**config.mk**
```make
export PLATFORM = sky130hd
export DESIGN_NAME = rtt_retransmit_timeout_estimator_flat
export DESIGN_NICKNAME = d
export VERILOG_FILES = /design/src/rtte_pkg.sv /design/src/rtte_if.sv /design/src/rtt_retransmit_timeout_estimator.sv /design/src/flat_wrapper.sv
export SDC_FILE = /design/constraint.sdc
export NUM_CORES = 1
export LEC_CHECK = 0
export BUFFER_PORTS_ARGS = -buffer_cell sky130_fd_sc_hd__buf_4
export CAP_MARGIN = 20
export CORE_ASPECT_RATIO = 1.2
export CORE_UTILIZATION = 55
export CTS_CLUSTER_DIAMETER = 200
export DETAILED_ROUTE_END_ITERATION = 8
export PLACE_DENSITY = 0.81
export SKIP_CTS_REPAIR_TIMING = 1
export SLEW_MARGIN = 10
export SYNTH_ARGS = -nofsm -noshare
export SYNTH_HDL_FRONTEND = slang
export SYNTH_SLANG_ARGS = --single-unit
```
**constraint.sdc**
```tcl
create_clock -name clk -period 13.3 [get_ports clk]
set_input_delay 1.995 -clock clk [delete_from_list [all_inputs] [get_ports clk]]
set_output_delay 1.995 -clock clk [all_outputs]
set_load 0.01 [all_outputs]
```
**src/rtte_pkg.sv**
```systemverilog
// Shared types and constants for the retransmit timeout estimator.
// No dependencies; imported by the channel interfaces and the top level.
`default_nettype none

package rtte_pkg;

	typedef logic [1:0]  cmd_t;
	typedef logic [1:0]  cfg_idx_t;
	typedef logic [31:0] usec_t;

	// command codes
	localparam cmd_t CMD_SAMPLE = 2'd0;
	localparam cmd_t CMD_LOSS   = 2'd1;
	localparam cmd_t CMD_CLEAR  = 2'd2;

	// configuration register indexes
	localparam cfg_idx_t REG_MIN_TIMEOUT  = 2'd0;
	localparam cfg_idx_t REG_MAX_TIMEOUT  = 2'd1;
	localparam cfg_idx_t REG_INIT_TIMEOUT = 2'd2;

	// reset values of the configuration registers
	localparam usec_t MIN_TIMEOUT_RST  = 32'd100000;
	localparam usec_t MAX_TIMEOUT_RST  = 32'd60000000;
	localparam usec_t INIT_TIMEOUT_RST = 32'd1000000;

	localparam usec_t USEC_MAX = 32'hFFFF_FFFF;

endpackage

`default_nettype wire

```
**src/rtte_if.sv**
```systemverilog
// Valid/ready channel interfaces: event requests in, timeout reports out.
// Depends on rtte_pkg.
`default_nettype none

interface rtte_in_if;
	import rtte_pkg::*;
	logic  valid;
	logic  ready;
	cmd_t  cmd;
	usec_t rtt_sample_us;
	modport source (output valid, output cmd, output rtt_sample_us, input ready);
	modport sink (input valid, input cmd, input rtt_sample_us, output ready);
endinterface

interface rtte_out_if;
	import rtte_pkg::*;
	logic  valid;
	logic  ready;
	usec_t timeout_value_us;
	usec_t smoothed_rtt_us;
	modport source (output valid, output timeout_value_us, output smoothed_rtt_us, input ready);
	modport sink (input valid, input timeout_value_us, input smoothed_rtt_us, output ready);
endinterface

`default_nettype wire

```
**src/rtt_retransmit_timeout_estimator.sv**
```systemverilog
// Retransmit timeout estimator: smoothed RTT, mean deviation, timeout.
// Requests pass s1, s2 and s3 to the report; one transaction per cycle unless
// rsp.ready stalls, set by the state update (RTT, deviation, timeout) in s1.
// arst_n clears the pipeline, RTT and deviation, loads the timeout with the
// reset value of the initial-timeout register and resets the clamp registers.
// Depends on rtte_pkg and rtte_if.
`default_nettype none

module rtt_retransmit_timeout_estimator (
	input  wire logic              clk,
	input  wire logic              arst_n,
	input  wire logic              cfg_we,
	input  wire rtte_pkg::cfg_idx_t cfg_idx,
	input  wire rtte_pkg::usec_t   cfg_wdata,
	rtte_in_if.sink                req,
	rtte_out_if.source             rsp
);
	import rtte_pkg::*;

	// configuration
	usec_t min_tout_q, max_tout_q;

	// pipeline
	logic  v_s1, v_s2, v_s3;
	cmd_t  cmd_s1;
	usec_t sample_s1;
	usec_t tout_s2, srtt_s2;
	usec_t tout_s3, srtt_s3;
	logic  adv_s1, adv_s2, adv_s3;

	// estimator state
	usec_t srtt_q, dev_q, tout_q;
	usec_t srtt_nx, dev_nx, tout_nx;

	// arithmetic
	logic [35:0] srtt_mix;
	usec_t       srtt_avg;
	usec_t       diff;
	logic [33:0] dev_mix;
	usec_t       dev_avg;
	usec_t       srtt_smp, dev_smp;
	logic [34:0] tout_sum;
	usec_t       tout_smp;
	usec_t       tout_dbl;
	usec_t       tout_clamp;

	assign adv_s3    = !v_s3 || rsp.ready;
	assign adv_s2    = !v_s2 || adv_s3;
	assign adv_s1    = !v_s1 || adv_s2;
	assign req.ready = adv_s1;

	// Writes to the initial-timeout register have no effect: at reset the timeout
	// takes the register's reset value, so it needs no storage.
	always_ff @(posedge clk or negedge arst_n) begin
		if (!arst_n) begin
			min_tout_q <= MIN_TIMEOUT_RST;
			max_tout_q <= MAX_TIMEOUT_RST;
		end else if (cfg_we) begin
			if (cfg_idx == REG_MIN_TIMEOUT) begin
				min_tout_q <= cfg_wdata;
			end
			if (cfg_idx == REG_MAX_TIMEOUT) begin
				max_tout_q <= cfg_wdata;
			end
		end
	end

	// (7*srtt + sample) >> 3 and (3*dev + diff) >> 2 never exceed 32 bits
	assign srtt_mix = {1'b0, srtt_q, 3'b000} - {4'b0000, srtt_q} + {4'b0000, sample_s1};
	assign srtt_avg = srtt_mix[34:3];
	assign diff     = (srtt_avg < sample_s1) ? (sample_s1 - srtt_avg) : (srtt_avg - sample_s1);
	assign dev_mix  = {1'b0, dev_q, 1'b0} + {2'b00, dev_q} + {2'b00, diff};
	assign dev_avg  = dev_mix[33:2];

	// zero smoothed RTT seeds the estimate
	assign srtt_smp = (srtt_q == '0) ? sample_s1 : srtt_avg;
	assign dev_smp  = (srtt_q == '0) ? {1'b0, sample_s1[31:1]} : dev_avg;
	assign tout_sum = {3'b000, srtt_smp} + {1'b0, dev_smp, 2'b00};
	assign tout_smp = (tout_sum[34:32] != 3'b000) ? USEC_MAX : tout_sum[31:0];
	assign tout_dbl = tout_q[31] ? USEC_MAX : {tout_q[30:0], 1'b0};

	always_comb begin
		srtt_nx = srtt_q;
		dev_nx  = dev_q;
		tout_nx = tout_q;
		unique case (cmd_s1)
			CMD_SAMPLE: begin
				srtt_nx = srtt_smp;
				dev_nx  = dev_smp;
				tout_nx = tout_smp;
			end
			CMD_LOSS: begin
				tout_nx = tout_dbl;
			end
			CMD_CLEAR: begin
				srtt_nx = '0;
				dev_nx  = '0;
			end
			default: begin
			end
		endcase
	end

	always_ff @(posedge clk or negedge arst_n) begin
		if (!arst_n) begin
			srtt_q <= '0;
			dev_q  <= '0;
			tout_q <= INIT_TIMEOUT_RST;
		end else if (v_s1 && adv_s2) begin
			srtt_q <= srtt_nx;
			dev_q  <= dev_nx;
			tout_q <= tout_nx;
		end
	end

	// crossed clamps: a timeout below the lower bound takes it, any other the upper
	always_comb begin
		priority if (tout_s2 < min_tout_q) begin
			tout_clamp = min_tout_q;
		end else if (tout_s2 > max_tout_q) begin
			tout_clamp = max_tout_q;
		end else begin
			tout_clamp = tout_s2;
		end
	end

	always_ff @(posedge clk or negedge arst_n) begin
		if (!arst_n) begin
			v_s1 <= 1'b0;
			v_s2 <= 1'b0;
			v_s3 <= 1'b0;
		end else begin
			if (adv_s1) begin
				v_s1 <= req.valid;
			end
			if (adv_s2) begin
				v_s2 <= v_s1;
			end
			if (adv_s3) begin
				v_s3 <= v_s2;
			end
		end
	end

	always_ff @(posedge clk) begin
		if (adv_s1 && req.valid) begin
			cmd_s1    <= req.cmd;
			sample_s1 <= req.rtt_sample_us;
		end
		if (adv_s2 && v_s1) begin
			tout_s2 <= tout_nx;
			srtt_s2 <= srtt_nx;
		end
		if (adv_s3 && v_s2) begin
			tout_s3 <= tout_clamp;
			srtt_s3 <= srtt_s2;
		end
	end

	assign rsp.valid            = v_s3;
	assign rsp.timeout_value_us = tout_s3;
	assign rsp.smoothed_rtt_us  = srtt_s3;

endmodule

`default_nettype wire
```
**src/flat_wrapper.sv**
```systemverilog
// flat-port wrapper written by rule: the top's interface ports become plain ports
module rtt_retransmit_timeout_estimator_flat import rtte_pkg::*;
  (clk, arst_n, cfg_we, cfg_idx, cfg_wdata, req_valid, req_cmd, req_rtt_sample_us, req_ready, rsp_valid, rsp_timeout_value_us, rsp_smoothed_rtt_us, rsp_ready);
  rtte_in_if req_i ();
  rtte_out_if rsp_i ();
  input  wire logic clk;
  input  wire logic arst_n;
  input  wire logic cfg_we;
  input  wire rtte_pkg::cfg_idx_t cfg_idx;
  input  wire rtte_pkg::usec_t cfg_wdata;
  input wire logic [$bits(req_i.valid)-1:0] req_valid;
  input wire logic [$bits(req_i.cmd)-1:0] req_cmd;
  input wire logic [$bits(req_i.rtt_sample_us)-1:0] req_rtt_sample_us;
  output wire logic [$bits(req_i.ready)-1:0] req_ready;
  output wire logic [$bits(rsp_i.valid)-1:0] rsp_valid;
  output wire logic [$bits(rsp_i.timeout_value_us)-1:0] rsp_timeout_value_us;
  output wire logic [$bits(rsp_i.smoothed_rtt_us)-1:0] rsp_smoothed_rtt_us;
  input wire logic [$bits(rsp_i.ready)-1:0] rsp_ready;
  assign req_i.valid = req_valid;
  assign req_i.cmd = req_cmd;
  assign req_i.rtt_sample_us = req_rtt_sample_us;
  assign req_ready = req_i.ready;
  assign rsp_valid = rsp_i.valid;
  assign rsp_timeout_value_us = rsp_i.timeout_value_us;
  assign rsp_smoothed_rtt_us = rsp_i.smoothed_rtt_us;
  assign rsp_i.ready = rsp_ready;
  rtt_retransmit_timeout_estimator u_core (.clk(clk), .arst_n(arst_n), .cfg_we(cfg_we), .cfg_idx(cfg_idx), .cfg_wdata(cfg_wdata), .req(req_i), .rsp(rsp_i));
endmodule
```
-- Word-level counts from Yosys, hierarchy flattened
Cells that the tools add are included.
- output and inout port bits: 66
- logic and storage cells: 54
- flip-flop bits (word level): 325
- muxes and demuxes: 10
- eq/ne operators: 3
- add/sub/neg operators: 7
- reduce and logical (&&, ||, !) cells: 17
- $lt $le $gt $ge: 3
- operators by type and width (operator ; count):
    $mux W32 ; 7
    $pmux W32 S2 ; 3
    $lt A32 B32 Y1 ; 2
    $sub A32 B32 Y32 ; 2
    $add A32 B34 Y35 ; 1
    $add A35 B32 Y35 ; 1
    $sub A35 B32 Y35 ; 1
    $add A33 B32 Y34 ; 1
    $add A34 B32 Y34 ; 1
    $gt A32 B32 Y1 ; 1
    $logic_not A32 Y1 ; 1
    $reduce_and A2 Y1 ; 3
    $eq A2 B1 Y1 const B ; 2
    $logic_not A2 Y1 ; 2
    $logic_and A1 B1 Y1 ; 3
    $logic_not A1 Y1 ; 3
    $logic_or A1 B1 Y1 ; 3
    $reduce_bool A3 Y1 ; 1
    $eq A2 B2 Y1 const B ; 1
    $reduce_bool A2 Y1 ; 1

-- Logic depth before layout (Yosys ltp)
Gate-level depths: netlist (run 1).
- depth in word-level cells: 10
- mapped depth: 54

-- Worst setup path before layout (run 1)
No wires, ideal clock.
- path kind: register to register
- start point: register u_core.srtt_q[1]
- end point: register u_core.tout_s2[15] (data pin)
- arrival time: 10.712 ns
- setup time: 0.271 ns
- period minus slack after synthesis: 10.982 ns
- stages on the path, launching flop included: 53
- data required time: 13.029 ns
- path buffers: 4
- path slack: 2.318 ns
- cell sequence: dfrtp_1 -> inv_1 -> fa_1 -> inv_1 -> ha_1 -> or3_1 -> a31o_2 -> a2111oi_2 -> nor4_1 -> o2111ai_1 -> nand3_1 -> a221o_1 -> a21oi_1 -> xnor2_1 -> ha_1 -> a21o_1 -> a21o_1 -> a21oi_1 -> [... 17 more ...] -> o21ai_0 -> a21oi_1 -> xnor2_1 -> a21o_1 -> ha_1 -> nand2_1 -> nor2_1 -> and3_1 -> nand4_1 -> o2111a_1 -> nor3_2 -> nand3b_1 -> mux2i_1 -> a31o_4 -> or2_1 -> buf_6 -> buf_6 -> o211ai_2
- cells in the longest elaborated chain, start to end: 10
- elaborated cells between the ends (all ways): 14
- ends and longest elaborated chain (element ; line ; RTL):
    start, declared ; rtt_retransmit_timeout_estimator.sv:32 ; usec_t srtt_q, dev_q, tout_q;
    start signal, assigned ; rtt_retransmit_timeout_estimator.sv:110 ; srtt_q <= srtt_nx;
    $sub A35 B32 Y35 ; rtt_retransmit_timeout_estimator.sv:69 ; assign srtt_mix = {1'b0, srtt_q, 3'b000} - {4'b0000, srtt_q} + {4'b0000, sample_s1};
    $add A35 B32 Y35 ; rtt_retransmit_timeout_estimator.sv:69 ;
    $sub A32 B32 Y32 / $lt A32 B32 Y1 (equally long branches) ; rtt_retransmit_timeout_estimator.sv:71 ; assign diff = (srtt_avg < sample_s1) ? (sample_s1 - srtt_avg) : (srtt_avg - sample_s1);
    $mux W32 ; rtt_retransmit_timeout_estimator.sv:71 ;
    $add A34 B32 Y34 ; rtt_retransmit_timeout_estimator.sv:72 ; assign dev_mix = {1'b0, dev_q, 1'b0} + {2'b00, dev_q} + {2'b00, diff};
    $mux W32 ; rtt_retransmit_timeout_estimator.sv:77 ; assign dev_smp = (srtt_q == '0) ? {1'b0, sample_s1[31:1]} : dev_avg;
    $add A32 B34 Y35 * ; rtt_retransmit_timeout_estimator.sv:78 ; assign tout_sum = {3'b000, srtt_smp} + {1'b0, dev_smp, 2'b00};
    $reduce_bool A3 Y1 ; rtt_retransmit_timeout_estimator.sv:79 ; assign tout_smp = (tout_sum[34:32] != 3'b000) ? USEC_MAX : tout_sum[31:0];
    $mux W32 * ; rtt_retransmit_timeout_estimator.sv:79 ;
    $pmux W32 S2 * ; rtt_retransmit_timeout_estimator.sv:86 ; unique case (cmd_s1)
    via u_core.tout_nx[15] ; rtt_retransmit_timeout_estimator.sv:33 ; usec_t srtt_nx, dev_nx, tout_nx;
    end signal, assigned ; rtt_retransmit_timeout_estimator.sv:151 ; tout_s2 <= tout_nx;
    end, declared ; rtt_retransmit_timeout_estimator.sv:27 ; usec_t tout_s2, srtt_s2;
The timed path passes the listed nets; every way through them passes the cells marked *.
A chain may end at the register's enable or synchronous reset.

-- Worst setup path after layout (run 1)
- start point: register u_core.srtt_q[1]
- end point: register u_core.tout_s2[13] (data pin)
The elaborated chain is that of the path after synthesis.

==> impl_results.md, run 1 <==
* Status: completed
* Synth Cell Area at 24,700 µm²
* Least-Margin Pin Slew at 0.962 ns
* Asr flop ratio synth at 50.2%
* Cells after synthesis at 2,633
* Wl on met1 at 28.0 mm
* Placer Congestion at 0.968
* Max-cap viol count at 0
* CTS tree: yes
* Setup crit start kind: register
* Num CTS Buffers at 37
* Rows at 84
* Critical path class: register to register
* Met2 WL at 31.5 mm
* Gr usage total at 29.2%
* Clock buffer depth at 3
* N_diodes at 0
* Worst EP arrival at 12.76 ns
* Critical path fanouts, max at 23
* RSZ-0062 raised after global routing: no
* Fin crit period at 12.46 ns
* Io pins at 139
* Die height at 234 µm
* Die area at 45,700 µm²
* First-pass GRT wire length at 105 mm
* Worst Path Buf+Inv at 5
* Share of post-route cells with drive strength above 1 at 12.1%
* Worst-Skew Late Latency at 0.58 ns
* Synth area leaders: edfxtp_1 20%, dfrtp_1 14%, ha_1 11%, inv_1 5.4%, fa_1 5.2%
* DRT Wirelength at 66.3 mm
* DRT iter0 DRCs at 1,456
* CTS Root Cell: clkbuf_16
* HPWL Detailed at 50.4 mm
* Post-synth net total at 2,992
* Drt wl/cell at 20.0 µm
* Synth-to-Final Area Change at 12.0%
* Final Slew Violations at 0
* Ys Warns at 0
* Final Setup Violations at 0
* Hold Vio Cnt, Final at 0
* Largest net degree at the start of global routing at 97
* Chip width at 195 µm
* DR WL met3 at 4.59 mm
* Highest metal used: met4
* Worst path slowest cell: fa_1
* Most frequent cells in the layout: 355 x inv_1, 222 x ha_1, 218 x nand2_1, 200 x o21ai_0, 183 x a21oi_1
* Worst slew margin at 35.8%
* Synth cell types at 81
* Peak Freq at 0.0802 GHz
* Initial antenna violation count at 0
* Clock Pin Slew Worst Setup and Hold Paths at 0.06 ns
* CP peak stage delay at 0.54 ns
* Vias in the first global route at 19,900
* Crit-path leading delay family: compound AO/OA/AOI/OAI gates
* Vias at 20,000
* Hold Path Class: register to register
* Post-synthesis sequential area ratio at 36.4%
* Post-Syn Area per Cell at 9.37 µm²
* Skew final at 0.0232 ns
* IO Port Bufs at 138
* DRT Pass-1 Iters at 5
* Setup TNS at 0 ns
* DRC Markers at 0
* H-tree levels at 2
* Initial Util at 56.0%
* Crit path required time at 13.59 ns
* Main synth FF type: edfxtp_1
* Count of state elements after synthesis at 325
* Most common cell after layout, fill and taps aside: inv_1
* Num Clock Sinks at 325
* Vias/cell at 6.02
* Tcrit/Tclk final at 93.7%
* Total grt overflow at 0
* CP Capture Type: register
* Core Area at 44,000 µm²
* Synth top area share at 19.7%
* Final #Nets at 3,094
* Routed Antenna Nets at 0
* Post-synth EDFFs at 162
* Area leader, netlist: edfxtp_1
[metal layers]
layer	global-route usage (%)	vias to the layer above
met5	0	-
met4	10.9	0
met3	3.83	142
met2	48.8	789
met1	38.8	9628
li1	-	9445
[Yosys cell counts (8+ instances only)]
master / n
nand4_1: 28
nand2b_1: 35
nor2_1: 119
nor2b_1: 27
dfstp_2: 23
and2_1: 11
a21oi_1: 183
o21bai_1: 19
o21ai_1: 12
xnor2_1: 74
mux2i_1: 82
a21o_1: 109
o21a_1: 21
or2_2: 8
o21ai_0: 200
nand3_1: 28
edfxtp_1: 162
mux2_2: 37
nor3_1: 24
o31ai_1: 10
nand2_1: 218
a211o_1: 9
fa_1: 64
a211oi_1: 27
and3_1: 9
o211ai_1: 31
clkbuf_1: 88
dfrtp_1: 140
xor2_1: 34
or3_1: 10
nor4_1: 11
a22o_1: 41
inv_1: 356
ha_1: 222
a31oi_1: 24
[state kept, by name (all words and copies together), names as in the netlist]
| register | flops |
|---|---|
| u_core.rsp.timeout_value_us | 32 |
| u_core.tout_q | 32 |
| u_core.sample_s1 | 32 |
| u_core.srtt_s2 | 32 |
| u_core.v_s2 | 1 |
| u_core.rsp.valid | 1 |
| u_core.tout_s2 | 32 |
| u_core.cmd_s1 | 2 |
| u_core.dev_q | 32 |
| u_core.srtt_q | 32 |
| u_core.max_tout_q | 32 |
| u_core.v_s1 | 1 |
| u_core.rsp.smoothed_rtt_us | 32 |
| u_core.min_tout_q | 32 |
[per-stage QoR]
| stage | area (µm²) | cells | hold WS, ns | setup slack (ns) | utilization, % |
|---|---|---|---|---|---|
| after floorplan | 24700 | 2633 | 0.400 | 2.32 | - |
| after global placement | 26200 | 3251 | 0.404 | 0.909 | 59.6 |
| after detailed placement | 26200 | 3251 | 0.405 | 0.636 | 59.6 |
| after CTS | 27600 | 3318 | 0.421 | 0.559 | 62.6 |
| after global routing | 27600 | 3322 | 0.422 | 0.0589 | 62.7 |
| final | 27600 | 3322 | 0.421 | 0.836 | 62.7 |
[cells by family (layout without fill, tap and decap cells)]
group	Yosys count	count (layout)	share of synthesized area, %
AOI/OAI and AO/OA	774	774	20.4
and+or+nand+nor	557	557	10.6
buffers and inverters	463	593	7.24
DFF	325	325	36.4
adders and majority gates	286	286	16.5
muxes	119	119	5.02
xor gates and xnor gates	109	109	3.90
[path summary, 6_finish.rpt]
kind | startpoint | endpoint | slack, ns | depth (start not counted)
max reg2reg | u_core.srtt_q[1] | u_core.tout_s2[13] | 0.84 | 51
max in group asynchronous | arst_n | u_core.tout_q[24] | 10.20 | 2
max | u_core.srtt_q[1] | u_core.tout_s2[13] | 0.84 | 51
min reg2reg | u_core.srtt_s2[27] | u_core.rsp.smoothed_rtt_us[27] | 0.42 | 0
min | u_core.srtt_s2[27] | u_core.rsp.smoothed_rtt_us[27] | 0.42 | 0
min in group asynchronous | arst_n | u_core.min_tout_q[25] | 1.56 | 1
[final cells by class]
| class | instances | area, µm² |
|---|---|---|
| clock inverters | 20 | 292 |
| well taps | 559 | 699 |
| fillers | 3592 | 16400 |
| inverters | 356 | 1340 |
| flip-flops and latches | 325 | 8970 |
| multi-input cells | 1845 | 14000 |
| repair buffers | 170 | 1310 |
| clock buffers | 47 | 1030 |
Power of run 1 is left out: the tool's default activity adds up to more than one toggle a clock period on the data nets, which glitch-free logic cannot reach.
==> inputs of run 2 (changes only) <==
--- a/config.mk
+++ b/config.mk
@@ -8,6 +8,7 @@
 export BUFFER_PORTS_ARGS = -buffer_cell sky130_fd_sc_hd__buf_4
 export CAP_MARGIN = 20
 export CORE_ASPECT_RATIO = 1.2
+export CORE_MARGIN = 4
 export CORE_UTILIZATION = 55
 export CTS_CLUSTER_DIAMETER = 200
 export DETAILED_ROUTE_END_ITERATION = 8
==> run 2 against run 1 <==
Setup slack got worse by 0.14 ns. Fmax fell by 1.1%. Critical path type unchanged. Global-route usage shrank 2.1 points. Final cell count is essentially flat. Sequential share of layout area up 0.12 points. Via count is 0.50% higher. Critical endpoint unchanged.
==> impl_results.md, run 2 (same netlist as run 1, synthesis figures left out) <==
* Tcrit/Tclk final at 94.7% (was 93.7%)
* Worst Path Buf+Inv at 6 (was 5)
* Most common cell after layout, fill and taps aside: inv_1 (unchanged)
* Core Area at 44,000 µm² (unchanged)
* Place WS at 0.562 ns (was 0.636 ns)
* IO Port Bufs at 138 (unchanged)
* CP Capture Type: register (unchanged)
* HPWL Detailed at 50.6 mm (was 50.4 mm)
* Crit-path leading delay family: compound AO/OA/AOI/OAI gates (unchanged)
* Final #Nets at 3,090 (was 3,094)
* Worst EP arrival at 12.88 ns (was 12.76 ns)
* Drt wl/cell at 20.2 µm (was 20.0 µm)
* Crit path top cell by count: a21o_1
* Die height at 240 µm (was 234 µm)
* Hold slack at 0.415 ns (was 0.421 ns)
* Final Setup Violations at 0 (unchanged)
* Worst r2r dst: u_core.tout_s2[13] (unchanged)
* Worst setup path startpoint: u_core.srtt_q[1] (unchanged)
* CTS Root Cell: clkbuf_16 (unchanged)
* Clock buffer depth at 3 (unchanged)
* Placed instance area at 26,200 µm² (about the same)
* DRT Pass-1 Iters at 6 (was 5)
* Vias at 20,100 (was 20,000)
* DRT iter0 DRCs at 1,524 (was 1,456)
* Total grt overflow at 0 (unchanged)
* Hold Path Class: register to register (unchanged)
* Placer Congestion at 0.968 (unchanged)
* DRT Wirelength at 67.0 mm (was 66.3 mm)
* Gr usage total at 27.1% (was 29.2%)
* Most frequent cells in the layout: 355 x inv_1, 221 x ha_1, 217 x nand2_1, 199 x o21ai_0, 183 x a21oi_1 (was 355 x inv_1, 222 x ha_1, 218 x nand2_1, 200 x o21ai_0, 183 x a21oi_1)
* Status: completed (unchanged)
* Die area at 48,300 µm² (was 45,700 µm²)
* Largest net degree at the start of global routing at 102 (was 97)
* Peak Freq at 0.0794 GHz (was 0.0802 GHz)
* RSZ-0062 raised after global routing: no (unchanged)
* N_diodes at 0 (unchanged)
* Initial antenna violation count at 0 (unchanged)
* CTS tree: yes (unchanged)
* Worst path slowest cell: fa_1 (unchanged)
* Global route hottest layer: met2 (unchanged)
* Vias/cell at 6.06 (was 6.02)
* Crit Reg-Reg Startpoint: u_core.srtt_q[1] (unchanged)
* Worst Hold Launch: u_core.srtt_s2[19] (was u_core.srtt_s2[27])
* Grt met1 use at 36.0% (was 38.8%)
* CP peak stage delay at 0.54 ns (about the same)
* Fin crit period at 12.60 ns (was 12.46 ns)
* Worst slew margin at 33.7% (was 35.8%)
* Routed Antenna Nets at 0 (unchanged)
* Skew final at 0.0135 ns (was 0.0232 ns)
* DRC Markers at 0 (unchanged)
* Critical path fanouts, max at 23 (unchanged)
* Share of post-route cells with drive strength above 1 at 11.9% (was 12.1%)
* Setup crit start kind: register (unchanged)
* Crit path required time at 13.58 ns (was 13.59 ns)
* Chip width at 201 µm (was 195 µm)
* Setup ws final at 0.700 ns (was 0.836 ns)
* Least-Margin Pin Slew at 0.995 ns (was 0.962 ns)
* Io pins at 139 (unchanged)
* Num Clock Sinks at 325 (unchanged)
* Vias in the first global route at 20,100 (was 19,900)
* Depth of the most critical reg-to-reg path at 50 (was 51)
* Hold Vio Cnt, Final at 0 (unchanged)
* Final Slew Violations at 0 (unchanged)
* Flop-to-flop setup slack at 0.70 ns (was 0.84 ns)
* Rows at 84 (unchanged)
* H-tree levels at 2 (unchanged)
* Num CTS Buffers at 37 (unchanged)
* CP Capture Point: u_core.tout_s2[13] (unchanged)
* Critical Path Stages at 50 (was 51)
* Setup TNS at 0 ns (unchanged)
* Max-cap viol count at 0 (unchanged)
* Met2 Usage GRT at 44.9% (was 48.8%)
* Critical path class: register to register (unchanged)
* Met3 Usage GRT at 3.72% (was 3.83%)
* Synth-to-Final Area Change at 11.6% (was 12.0%)
* First-pass GRT wire length at 106 mm (was 105 mm)
* Initial Util at 56.0% (unchanged)
* Clock Pin Slew Worst Setup and Hold Paths at 0.06 ns (about the same)
* Final Instance Area at 27,500 µm² (was 27,600 µm²)
* Worst-Skew Late Latency at 0.56 ns (was 0.58 ns)
## run 2: cell count changes in the layout (fill, tap and decap cells not counted), sizes merged
cell / previous run / this run
buf: 170 / 165
bufinv: 6 / 2
clkbuf: 47 / 49
clkinv: 8 / 10
a31oi: 24 / 25
clkinvlp: 3 / 4
## run 2: per-layer routing
layer  part of all wire [%]  routed length [µm]
met5                      0                   0
met4                    4.5                3000
met3                    6.0                4020
met2                     47               31300
met1                     43               28600
## run 2: worst reg2reg max path, delay by kind of cell, from the launching register on
kind,cells,cell delay [ns]
xor gates and xnor gates,3,0.49
AOI/OAI and AO/OA,27,6.76
adders and majority gates,6,2.47
buffers and inverters,6,0.70
and+or+nand+nor,7,1.29
DFF,1,0.40
muxes,1,0.21
## run 2: worst min path at each step
| stage | endpoint | slack [ns] | cells after the start |
|---|---|---|---|
| floorplan | u_core.rsp.smoothed_rtt_us[0] | 0.40 | 0 |
| CTS | u_core.rsp.smoothed_rtt_us[30] | 0.41 | 0 |
| detailed placement | u_core.rsp.smoothed_rtt_us[11] | 0.41 | 0 |
| global route | u_core.rsp.smoothed_rtt_us[19] | 0.42 | 0 |
| global placement | u_core.rsp.smoothed_rtt_us[2] | 0.40 | 0 |
| finish | u_core.rsp.smoothed_rtt_us[19] | 0.42 | 0 |
## run 2: through the flow
stage / cells / util, %
after floorplan: 2633 / -
after global placement: 3247 / 59.5
after detailed placement: 3248 / 59.6
after CTS: 3316 / 62.3
after global routing: 3319 / 62.5
final: 3319 / 62.5
## run 2: layout make-up
| cell class | instances | area, µm² |
|---|---|---|
| fill | 3677 | 16500 |
| timing repair buffer | 165 | 1290 |
| multi-input combinational | 1846 | 14000 |
| tap | 559 | 699 |
| inverter | 356 | 1340 |
| sequential | 325 | 8970 |
| clock inverter | 19 | 201 |
| clock buffer | 49 | 1010 |
Power of run 2 is left out for the same reason.
